[config.mk]
export PLATFORM = sky130hd
export DESIGN_NAME = framed_packet_receiver_with_ack_core
export DESIGN_NICKNAME = d
export VERILOG_FILES = /design/src/design/fpr_pkg.sv /design/src/design/fpr_parser.sv /design/src/design/framed_packet_receiver_with_ack_core.sv
export SDC_FILE = /design/constraint.sdc
export NUM_CORES = 1
export LEC_CHECK = 0
export BUFFER_PORTS_ARGS = -buffer_cell sky130_fd_sc_hd__buf_2
export CAP_MARGIN = 20
export CORE_MARGIN = 4
export CORE_UTILIZATION = 40
export CTS_CLUSTER_SIZE = 40
export DETAILED_ROUTE_END_ITERATION = 10
export GPL_TIMING_DRIVEN = 0
export SYNTH_ARGS = -nofsm -noshare
export SYNTH_HDL_FRONTEND = slang
export SYNTH_SLANG_ARGS = --single-unit
[constraint.sdc]
create_clock -name clk -period 6.6 [get_ports clk]
set_input_delay 0.66 -clock clk [delete_from_list [all_inputs] [get_ports clk]]
set_output_delay 0.66 -clock clk [all_outputs]
set_load 0.01 [all_outputs]
[src/design/fpr_pkg.sv]
// Shared types, codes and the CRC-8 step for the framed packet receiver.
// No dependencies; used by fpr_parser and the top level.
package fpr_pkg;

  localparam int MAX_LEN_DEFAULT = 32;
  localparam int LEN_W = 6;

  localparam logic [7:0] STX_BYTE = 8'h02;
  localparam logic [7:0] ETX_BYTE = 8'h03;

  // register indexes on the config port
  localparam logic [2:0] CFG_CRC_POLY  = 3'd0;
  localparam logic [2:0] CFG_CRC_INIT  = 3'd1;
  localparam logic [2:0] CFG_ACK_CODE  = 3'd2;
  localparam logic [2:0] CFG_NACK_CODE = 3'd3;
  localparam logic [2:0] CFG_ERR_CODE  = 3'd4;

  localparam logic [7:0] CRC_POLY_RST  = 8'h07;
  localparam logic [7:0] CRC_INIT_RST  = 8'h00;
  localparam logic [7:0] ACK_CODE_RST  = 8'h06;
  localparam logic [7:0] NACK_CODE_RST = 8'h15;
  localparam logic [7:0] ERR_CODE_RST  = 8'h01;

  localparam logic [1:0] KIND_STATUS  = 2'd0;
  localparam logic [1:0] KIND_PAYLOAD = 2'd1;
  localparam logic [1:0] KIND_REPLY   = 2'd2;

  localparam logic [1:0] ST_GOOD    = 2'd0;
  localparam logic [1:0] ST_CRC_ERR = 2'd1;
  localparam logic [1:0] ST_ACK     = 2'd2;
  localparam logic [1:0] ST_NACK    = 2'd3;

  // parser -> emitter: frame complete pulse plus held header
  typedef struct packed {
    logic             done;
    logic             crc_ok;
    logic [7:0]       seq;
    logic [7:0]       cmd;
    logic [LEN_W-1:0] len;
  } frame_t;

  // MSB-first, non-reflected CRC-8 over one byte
  function automatic logic [7:0] crc8_update(logic [7:0] crc, logic [7:0] b,
                                             logic [7:0] poly);
    logic [7:0] c;
    c = crc ^ b;
    for (int i = 0; i < 8; i++) begin
      if (c[7]) begin
        c = {c[6:0], 1'b0} ^ poly;
      end else begin
        c = {c[6:0], 1'b0};
      end
    end
    return c;
  endfunction

endpackage

[src/design/fpr_parser.sv]
// Frame parser: STX/LEN/SEQ/CMD/payload/CRC/ETX state machine, header
// registers, running CRC-8 and the payload memory. Depends on fpr_pkg.
module fpr_parser #(
  parameter int MAX_LEN = fpr_pkg::MAX_LEN_DEFAULT
) (
  input  logic                     clk,
  input  logic                     rst,
  input  logic                     in_fire,
  input  logic [7:0]               rx_byte,
  input  logic [7:0]               crc_poly,
  input  logic [7:0]               crc_init,
  input  logic                     rd_en,
  input  logic [fpr_pkg::LEN_W-1:0] rd_addr,
  output logic [7:0]               rd_data,
  output fpr_pkg::frame_t          frame
);

  localparam int AW = (MAX_LEN > 1) ? $clog2(MAX_LEN) : 1;

  typedef enum logic [2:0] {
    P_WAIT, P_LEN, P_SEQ, P_CMD, P_PAY, P_CRC, P_ETX
  } pstate_t;

  pstate_t                   state;
  logic [fpr_pkg::LEN_W-1:0] held_len;
  logic [7:0]                held_seq;
  logic [7:0]                held_cmd;
  logic [fpr_pkg::LEN_W-1:0] payload_index;
  logic [fpr_pkg::LEN_W-1:0] payload_index_next;
  logic [7:0]                received_crc;
  logic [7:0]                running_crc;
  logic [7:0]                crc_next;
  logic                      mem_we;

  logic [7:0] mem [MAX_LEN];

  assign crc_next           = fpr_pkg::crc8_update(running_crc, rx_byte, crc_poly);
  assign payload_index_next = payload_index + 1'b1;
  assign mem_we = in_fire && (state == P_PAY) &&
                  (payload_index < fpr_pkg::LEN_W'(MAX_LEN));

  always_ff @(posedge clk) begin
    if (rst) begin
      state         <= P_WAIT;
      held_len      <= '0;
      held_seq      <= '0;
      held_cmd      <= '0;
      payload_index <= '0;
      received_crc  <= '0;
      running_crc   <= fpr_pkg::CRC_INIT_RST;
    end else if (in_fire) begin
      case (state)
        P_LEN: begin
          held_len    <= rx_byte[fpr_pkg::LEN_W-1:0];
          running_crc <= crc_next;
          state       <= (rx_byte > 8'(MAX_LEN)) ? P_WAIT : P_SEQ;
        end
        P_SEQ: begin
          held_seq    <= rx_byte;
          running_crc <= crc_next;
          state       <= P_CMD;
        end
        P_CMD: begin
          held_cmd    <= rx_byte;
          running_crc <= crc_next;
          state       <= (held_len == '0) ? P_CRC : P_PAY;
        end
        P_PAY: begin
          running_crc   <= crc_next;
          payload_index <= payload_index_next;
          if (payload_index_next >= held_len) state <= P_CRC;
        end
        P_CRC: begin
          received_crc <= rx_byte;
          state        <= P_ETX;
        end
        P_ETX: begin
          state <= P_WAIT;
        end
        default: begin
          if (rx_byte == fpr_pkg::STX_BYTE) begin
            state         <= P_LEN;
            payload_index <= '0;
            running_crc   <= crc_init;
          end else begin
            state <= P_WAIT;
          end
        end
      endcase
    end
  end

  // payload store: one write port, one registered read port
  always_ff @(posedge clk) begin
    if (mem_we) mem[payload_index[AW-1:0]] <= rx_byte;
    if (rd_en)  rd_data <= mem[rd_addr[AW-1:0]];
  end

  assign frame.done   = in_fire && (state == P_ETX) && (rx_byte == fpr_pkg::ETX_BYTE);
  assign frame.crc_ok = (running_crc == received_crc);
  assign frame.seq    = held_seq;
  assign frame.cmd    = held_cmd;
  assign frame.len    = held_len;

endmodule

[src/design/framed_packet_receiver_with_ack_core.sv]
// Top level of the framed packet receiver: config registers, result
// sequencer and output register. Depends on fpr_pkg and fpr_parser.
//
// Usage
//  - Input channel (in_valid/in_ready, rx_byte): one received byte per word.
//    Frames are STX LEN SEQ CMD PAYLOAD CRC ETX; bytes outside a frame,
//    oversize LEN and a bad ETX byte are dropped without any result.
//  - Output channel (out_valid/out_ready): one result word per handshake,
//    kind/status/header/data_byte/last; last marks the end of a frame's run.
//  - Config port: cfg_wr_en/cfg_index/cfg_data, write only, while idle.
// Timing
//  - While parsing, one byte is taken every cycle.
//  - After a good ETX is taken, input is held off while the run is built:
//    the ETX moves the sequencer to E_STATUS, which loads the status word
//    once the output slot is free; each header and reply word has its own
//    state, each payload word a read and a load state, as reads are registered.
//  - Input is taken again as soon as the last word is loaded, even while
//    that word still waits on out_ready.
//  - A stalled receiver simply holds the output register; the sequencer
//    waits on it and nothing is dropped.
// Reset (rst, synchronous): parser waits for STX, registers go to their
// defaults, output register empties. The payload memory is not cleared.
module framed_packet_receiver_with_ack_core #(
  parameter int MAX_LEN = fpr_pkg::MAX_LEN_DEFAULT
) (
  input  logic                      clk,
  input  logic                      rst,
  input  logic                      in_valid,
  output logic                      in_ready,
  input  logic [7:0]                rx_byte,
  output logic                      out_valid,
  input  logic                      out_ready,
  output logic [1:0]                kind,
  output logic [1:0]                status,
  output logic [7:0]                frame_seq,
  output logic [7:0]                frame_cmd,
  output logic [fpr_pkg::LEN_W-1:0] frame_len,
  output logic [7:0]                data_byte,
  output logic                      last,
  input  logic                      cfg_wr_en,
  input  logic [2:0]                cfg_index,
  input  logic [7:0]                cfg_data
);

  typedef enum logic [3:0] {
    E_IDLE, E_STATUS, E_PRD, E_PDAT, E_STX, E_LEN, E_SEQ, E_CMD,
    E_ERR, E_CRC, E_ETX
  } estate_t;

  // config registers
  logic [7:0] crc_poly, crc_init, ack_code, nack_code, crc_error_code;

  always_ff @(posedge clk) begin
    if (rst) begin
      crc_poly       <= fpr_pkg::CRC_POLY_RST;
      crc_init       <= fpr_pkg::CRC_INIT_RST;
      ack_code       <= fpr_pkg::ACK_CODE_RST;
      nack_code      <= fpr_pkg::NACK_CODE_RST;
      crc_error_code <= fpr_pkg::ERR_CODE_RST;
    end else if (cfg_wr_en) begin
      case (cfg_index)
        fpr_pkg::CFG_CRC_POLY:  crc_poly       <= cfg_data;
        fpr_pkg::CFG_CRC_INIT:  crc_init       <= cfg_data;
        fpr_pkg::CFG_ACK_CODE:  ack_code       <= cfg_data;
        fpr_pkg::CFG_NACK_CODE: nack_code      <= cfg_data;
        fpr_pkg::CFG_ERR_CODE:  crc_error_code <= cfg_data;
        default: ;
      endcase
    end
  end

  estate_t                   estate, estate_next;
  logic                      in_fire;
  fpr_pkg::frame_t           frame;
  logic                      rd_en;
  logic [7:0]                rd_data;
  logic [fpr_pkg::LEN_W-1:0] idx, idx_next;
  logic [7:0]                rcrc, rcrc_next;
  logic [1:0]                run_status, start_status;
  logic                      slot_free;
  logic                      is_err;
  logic                      load;
  logic [1:0]                load_kind;
  logic [7:0]                load_data;
  logic                      load_last;
  logic [7:0]                reply_cmd;
  logic [7:0]                reply_len;

  // parser runs only while the sequencer is idle, so the payload memory
  // and header never change under a run
  assign in_ready = (estate == E_IDLE);
  assign in_fire  = in_valid && in_ready;

  fpr_parser #(.MAX_LEN(MAX_LEN)) u_parser (
    .clk      (clk),
    .rst      (rst),
    .in_fire  (in_fire),
    .rx_byte  (rx_byte),
    .crc_poly (crc_poly),
    .crc_init (crc_init),
    .rd_en    (rd_en),
    .rd_addr  (idx),
    .rd_data  (rd_data),
    .frame    (frame)
  );

  // status decided at ETX; equal ack and nack codes count as ack
  always_comb begin
    if (!frame.crc_ok)              start_status = fpr_pkg::ST_CRC_ERR;
    else if (frame.cmd == ack_code)  start_status = fpr_pkg::ST_ACK;
    else if (frame.cmd == nack_code) start_status = fpr_pkg::ST_NACK;
    else                             start_status = fpr_pkg::ST_GOOD;
  end

  assign slot_free = !out_valid || out_ready;
  assign is_err    = (run_status == fpr_pkg::ST_CRC_ERR);
  assign reply_cmd = is_err ? nack_code : ack_code;
  assign reply_len = {7'd0, is_err};

  always_comb begin
    estate_next = estate;
    idx_next    = idx;
    rcrc_next   = rcrc;
    rd_en       = 1'b0;
    load        = 1'b0;
    load_kind   = fpr_pkg::KIND_REPLY;
    load_data   = '0;
    load_last   = 1'b0;
    case (estate)
      E_IDLE: begin
        if (frame.done) estate_next = E_STATUS;
      end
      E_STATUS: begin
        if (slot_free) begin
          load      = 1'b1;
          load_kind = fpr_pkg::KIND_STATUS;
          if (run_status == fpr_pkg::ST_ACK || run_status == fpr_pkg::ST_NACK) begin
            load_last   = 1'b1;
            estate_next = E_IDLE;
          end else if (is_err || frame.len == '0) begin
            estate_next = E_STX;
          end else begin
            idx_next    = '0;
            estate_next = E_PRD;
          end
        end
      end
      E_PRD: begin
        rd_en       = 1'b1;
        estate_next = E_PDAT;
      end
      E_PDAT: begin
        // rd_data holds until the next read, so a stall here is safe
        if (slot_free) begin
          load        = 1'b1;
          load_kind   = fpr_pkg::KIND_PAYLOAD;
          load_data   = rd_data;
          idx_next    = idx + 1'b1;
          estate_next = (idx_next == frame.len) ? E_STX : E_PRD;
        end
      end
      E_STX: begin
        if (slot_free) begin
          load        = 1'b1;
          load_data   = fpr_pkg::STX_BYTE;
          rcrc_next   = crc_init;
          estate_next = E_LEN;
        end
      end
      E_LEN: begin
        if (slot_free) begin
          load        = 1'b1;
          load_data   = reply_len;
          rcrc_next   = fpr_pkg::crc8_update(rcrc, reply_len, crc_poly);
          estate_next = E_SEQ;
        end
      end
      E_SEQ: begin
        if (slot_free) begin
          load        = 1'b1;
          load_data   = frame.seq;
          rcrc_next   = fpr_pkg::crc8_update(rcrc, frame.seq, crc_poly);
          estate_next = E_CMD;
        end
      end
      E_CMD: begin
        if (slot_free) begin
          load        = 1'b1;
          load_data   = reply_cmd;
          rcrc_next   = fpr_pkg::crc8_update(rcrc, reply_cmd, crc_poly);
          estate_next = is_err ? E_ERR : E_CRC;
        end
      end
      E_ERR: begin
        if (slot_free) begin
          load        = 1'b1;
          load_data   = crc_error_code;
          rcrc_next   = fpr_pkg::crc8_update(rcrc, crc_error_code, crc_poly);
          estate_next = E_CRC;
        end
      end
      E_CRC: begin
        if (slot_free) begin
          load        = 1'b1;
          load_data   = rcrc;
          estate_next = E_ETX;
        end
      end
      E_ETX: begin
        if (slot_free) begin
          load        = 1'b1;
          load_data   = fpr_pkg::ETX_BYTE;
          load_last   = 1'b1;
          estate_next = E_IDLE;
        end
      end
      default: estate_next = E_IDLE;
    endcase
  end

  always_ff @(posedge clk) begin
    if (rst) begin
      estate    <= E_IDLE;
      out_valid <= 1'b0;
    end else begin
      estate <= estate_next;
      if (load) begin
        out_valid <= 1'b1;
      end else if (out_ready) begin
        out_valid <= 1'b0;
      end
    end
    idx  <= idx_next;
    rcrc <= rcrc_next;
    if (estate == E_IDLE && frame.done) run_status <= start_status;
    if (load) begin
      kind      <= load_kind;
      status    <= run_status;
      frame_seq <= frame.seq;
      frame_cmd <= frame.cmd;
      frame_len <= frame.len;
      data_byte <= load_data;
      last      <= load_last;
    end
  end

endmodule

==> out/metrics.yaml <==
drive_above_1_share_pct: 11.9
fp.dieW_um: 255
cts_tree: "done"
viasPerCell: 6.21
die_area_um2: 65100
ios: 61
ant_nets: 0
synth-edff-count: 315
syn_inst: 2298
cts_made_buffers: 42
holdCritPathClass: "primary input to flop"
async_reset_ff_share_pct: 0
p_int_uw: 5920
grt_pass1_vias: 19200
synth_compound_area_share_pct: 13.9
start_util_pct: 40.5
status: "completed"
clockRootBuffer: "clkbuf_16"
num_vias: 20000
synth_top_cell_area_share_pct: 38.7
worst_ep_arrival_time_ns: 6.68
drt_iter0_drc: 2675
startpoint_type: "flop"
setup_viol_count_final: 0
synth_mux_area_share_pct: 10.3
ys_ff_latch: 407
ctsHtreeMaxLevel: 2
postCtsSetupBuffers: 0
fin_crit_ns: 6.42
antenna_found_initial: 4
grtUsageTotal_pct: 27.3
maxSlewHeadroom_pct: 17.5
r2r_slack_ns: 0.18
gp_congestion: 1.02
p_clk_share_pct: 25.5
ir_drop_v: 0.000256
fin_skew_ns: 0.0329
reg2reg_to: "rcrc[4]"
combinationalPowerShare_pct: 42.7
synth_xor_area_share_pct: 11.5
drt-wirelength-per-cell_um: 27.9
p_leak_uw: 0.00933
cp-end-kind: "flop"
rsz0062_at_grt: "no"
clk_path_buf_depth: 3
synth_top_family_by_area: "simple AND/OR/NAND/NOR gates"
r2r_cells: 14
grt_pass1_wl_um: 131000
clock_sinks: 407
ys_seq_area_share_pct: 46.3
rows: 90
cp-startpoint: "run_status[1]"
drv_slew: 0
io_buffers: 60
clk_pin_slew_ns: 0.06
fin_nets: 2439
netSwitchingPower_uw: 3700
drc: 0
hold_buffers: 0
grt_max_degree: 40
place_hpwl_um: 66800
p_sw_share_pct: 38.5
wl_um: 90000
avgSynthCellArea_um2: 10.6
critical_path_required_ns: 6.85
min_period_over_period_pct: 97.3
synth_flop_cell: "edfxtp_1"
ys_types: 95
syn_to_final_growth_pct: 11.3
power.density_nw_per_um2: 354
cap_violations: 0
hold_violations: 0
path_class: "flop to flop"
tns_ns: 0
netlist_area_um2: 24400
synthSimpleGateAreaFrac_pct: 14.3
synth_nets: 2333
synth.largest_area_cell: "edfxtp_1"
fp.dieH_um: 255
sequentialPowerShare_pct: 31.7
worst_pin_slew_ns: 1.23
synth-adder-area-share_pct: 0.564
crit_end: "rcrc[4]"
cp_max_fo: 9
r2r_start: "run_status[1]"
synthTopCellsByArea: "edfxtp_1, dfxtp_1, mux4_2"
clk_latency_ns: 0.59
core_um2: 60400
fillerInstances: 5680
whs_ns: 0.431
overflow: 0
postCtsResizedCells: 0
fmaxAchievable_ghz: 0.156
drtPass1Iterations: 6
yosys_warnings: 0
-- flip-flops by register name, indices dropped and copies added, names as in the netlist, 8 cells and up --
register	cells
u_parser.mem	256
ack_code	8
crc_error_code	8
crc_init	8
crc_poly	8
data_byte	8
frame_cmd	8
frame_seq	8
nack_code	8
rcrc	8
u_parser.held_cmd	8
u_parser.held_seq	8
u_parser.rd_data	8
u_parser.received_crc	8
u_parser.running_crc	8
-- metrics by stage --
| stage | instance area, um^2 | instances | power (uW) | utilization, % | setup slack [ns] |
|---|---|---|---|---|---|
| floorplan | 24400 | 2298 | 5830 | - | 2.25 |
| global placement | 25700 | 3140 | 7030 | 42.6 | 0.347 |
| detailed placement | 25700 | 3142 | 7060 | 42.6 | 0.278 |
| CTS | 27200 | 3220 | 9530 | 45.0 | 0.254 |
| global route | 27200 | 3220 | 10000 | 45.0 | 0.121 |
| finish | 27200 | 3221 | 9620 | 45.0 | 0.175 |
-- synthesized netlist by cell type (14+ instances only) --
| master | n |
|---|---|
| buf_1 | 20 |
| xor2_1 | 65 |
| nand2_1 | 289 |
| inv_1 | 20 |
| a21oi_1 | 122 |
| o21ai_1 | 16 |
| clkbuf_1 | 115 |
| edfxtp_1 | 315 |
| a221oi_1 | 14 |
| and3_1 | 27 |
| a32oi_1 | 21 |
| a211oi_1 | 35 |
| a31oi_1 | 29 |
| buf_2 | 25 |
| nand2b_1 | 22 |
| nor2_1 | 203 |
| a21o_1 | 18 |
| mux4_2 | 80 |
| dfxtp_1 | 92 |
| o211ai_1 | 33 |
| xnor2_1 | 183 |
| nand4_1 | 14 |
| o31ai_1 | 17 |
| and2_1 | 15 |
| nand3_1 | 65 |
| o21ai_0 | 81 |
| mux2i_1 | 60 |
| nor3_1 | 37 |
| xnor3_1 | 14 |
-- cell families after synthesis --
| kind of cell | Yosys count |
|---|---|
| AOI/OAI and AO/OA | 504 |
| xor gates and xnor gates | 279 |
| adders and majority gates | 11 |
| buffers and inverters | 189 |
| DFF | 407 |
| muxes | 149 |
| and+or+nand+nor | 759 |
-- cell type report --
cell class | instances | area, um^2 | area share (%)
Buffer | 164 | 669 | 2.46
Clock buffer | 50 | 1100 | 4.05
Antenna cell | 1 | 2.50 | 0.00920
Tap cell | 782 | 978 | 3.60
Sequential cell | 407 | 11300 | 41.6
Inverter | 24 | 90.1 | 0.331
Multi-Input combinational cell | 1702 | 12400 | 45.5
Clock inverter | 28 | 335 | 1.23
Timing Repair Buffer | 63 | 348 | 1.28
-- metal layers --
| layer | part of all wire, % | track usage, % |
|---|---|---|
| met5 | 0.030 | 0 |
| met4 | 3.5 | 8.62 |
| met3 | 10 | 5.92 |
| met2 | 43 | 41.2 |
| met1 | 43 | 39.4 |
-- critical path, cell delays in order, from the launching register on --
cell,delay [ns]
edfxtp_1,0.54
nor2b_1,0.92
a21oi_1,0.17
nor2_1,0.69
nor3_1,0.16
nor4_1,0.64
nor2_1,0.21
xnor3_1,0.44
a31oi_1,0.22
xor2_1,0.79
a211oi_1,0.23
a211o_1,0.32
and3_1,0.18
mux2i_1,0.33
a41oi_1,0.24
-- placed cells by master, fill, tap and decap left out, types with 11 or more instances in the layout --
master,instances
edfxtp_1,315
nand2_1,289
nor2_1,202
xnor2_1,183
a21oi_1,122
clkbuf_1,120
dfxtp_1,92
buf_2,86
o21ai_0,81
mux4_2,80
xor2_1,65
nand3_1,65
mux2i_1,60
clkbuf_16,42
nor3_1,37
a211oi_1,35
o211ai_1,33
a31oi_1,29
and3_1,27
nand2b_1,22
a32oi_1,21
inv_1,20
buf_1,20
a21o_1,18
o31ai_1,17
o21ai_1,16
and2_1,15
xnor3_1,14
nand4_1,14
a221oi_1,14
nor4_1,12
a211o_1,12
ha_1,11
-- power by group through the flow --
stage / Combinational, uW / Clock, uW / Sequential (uW)
after floorplan: 2710 / 0 / 3120
after global placement: 3910 / 0 / 3120
after detailed placement: 3960 / 0 / 3110
after CTS: 3990 / 2480 / 3060
after global routing: 4350 / 2610 / 3060
final: 4110 / 2460 / 3050
-- how the worst min path moves through the flow --
stage / to / from / cells past startpoint / slack (ns)
3_5_place_dp: u_parser.received_crc[6] / u_parser.received_crc[6] / 2 / 0.46
3_3_place_gp: u_parser.received_crc[2] / u_parser.received_crc[2] / 2 / 0.46
4_1_cts: crc_error_code[2] / cfg_data[2] / 3 / 0.41
6_report: crc_init[2] / cfg_data[2] / 3 / 0.43
2_1_floorplan: crc_init[2] / crc_init[2] / 2 / 0.44
5_1_grt: crc_poly[3] / cfg_data[3] / 3 / 0.42
Power figures use the tool's default switching activity.
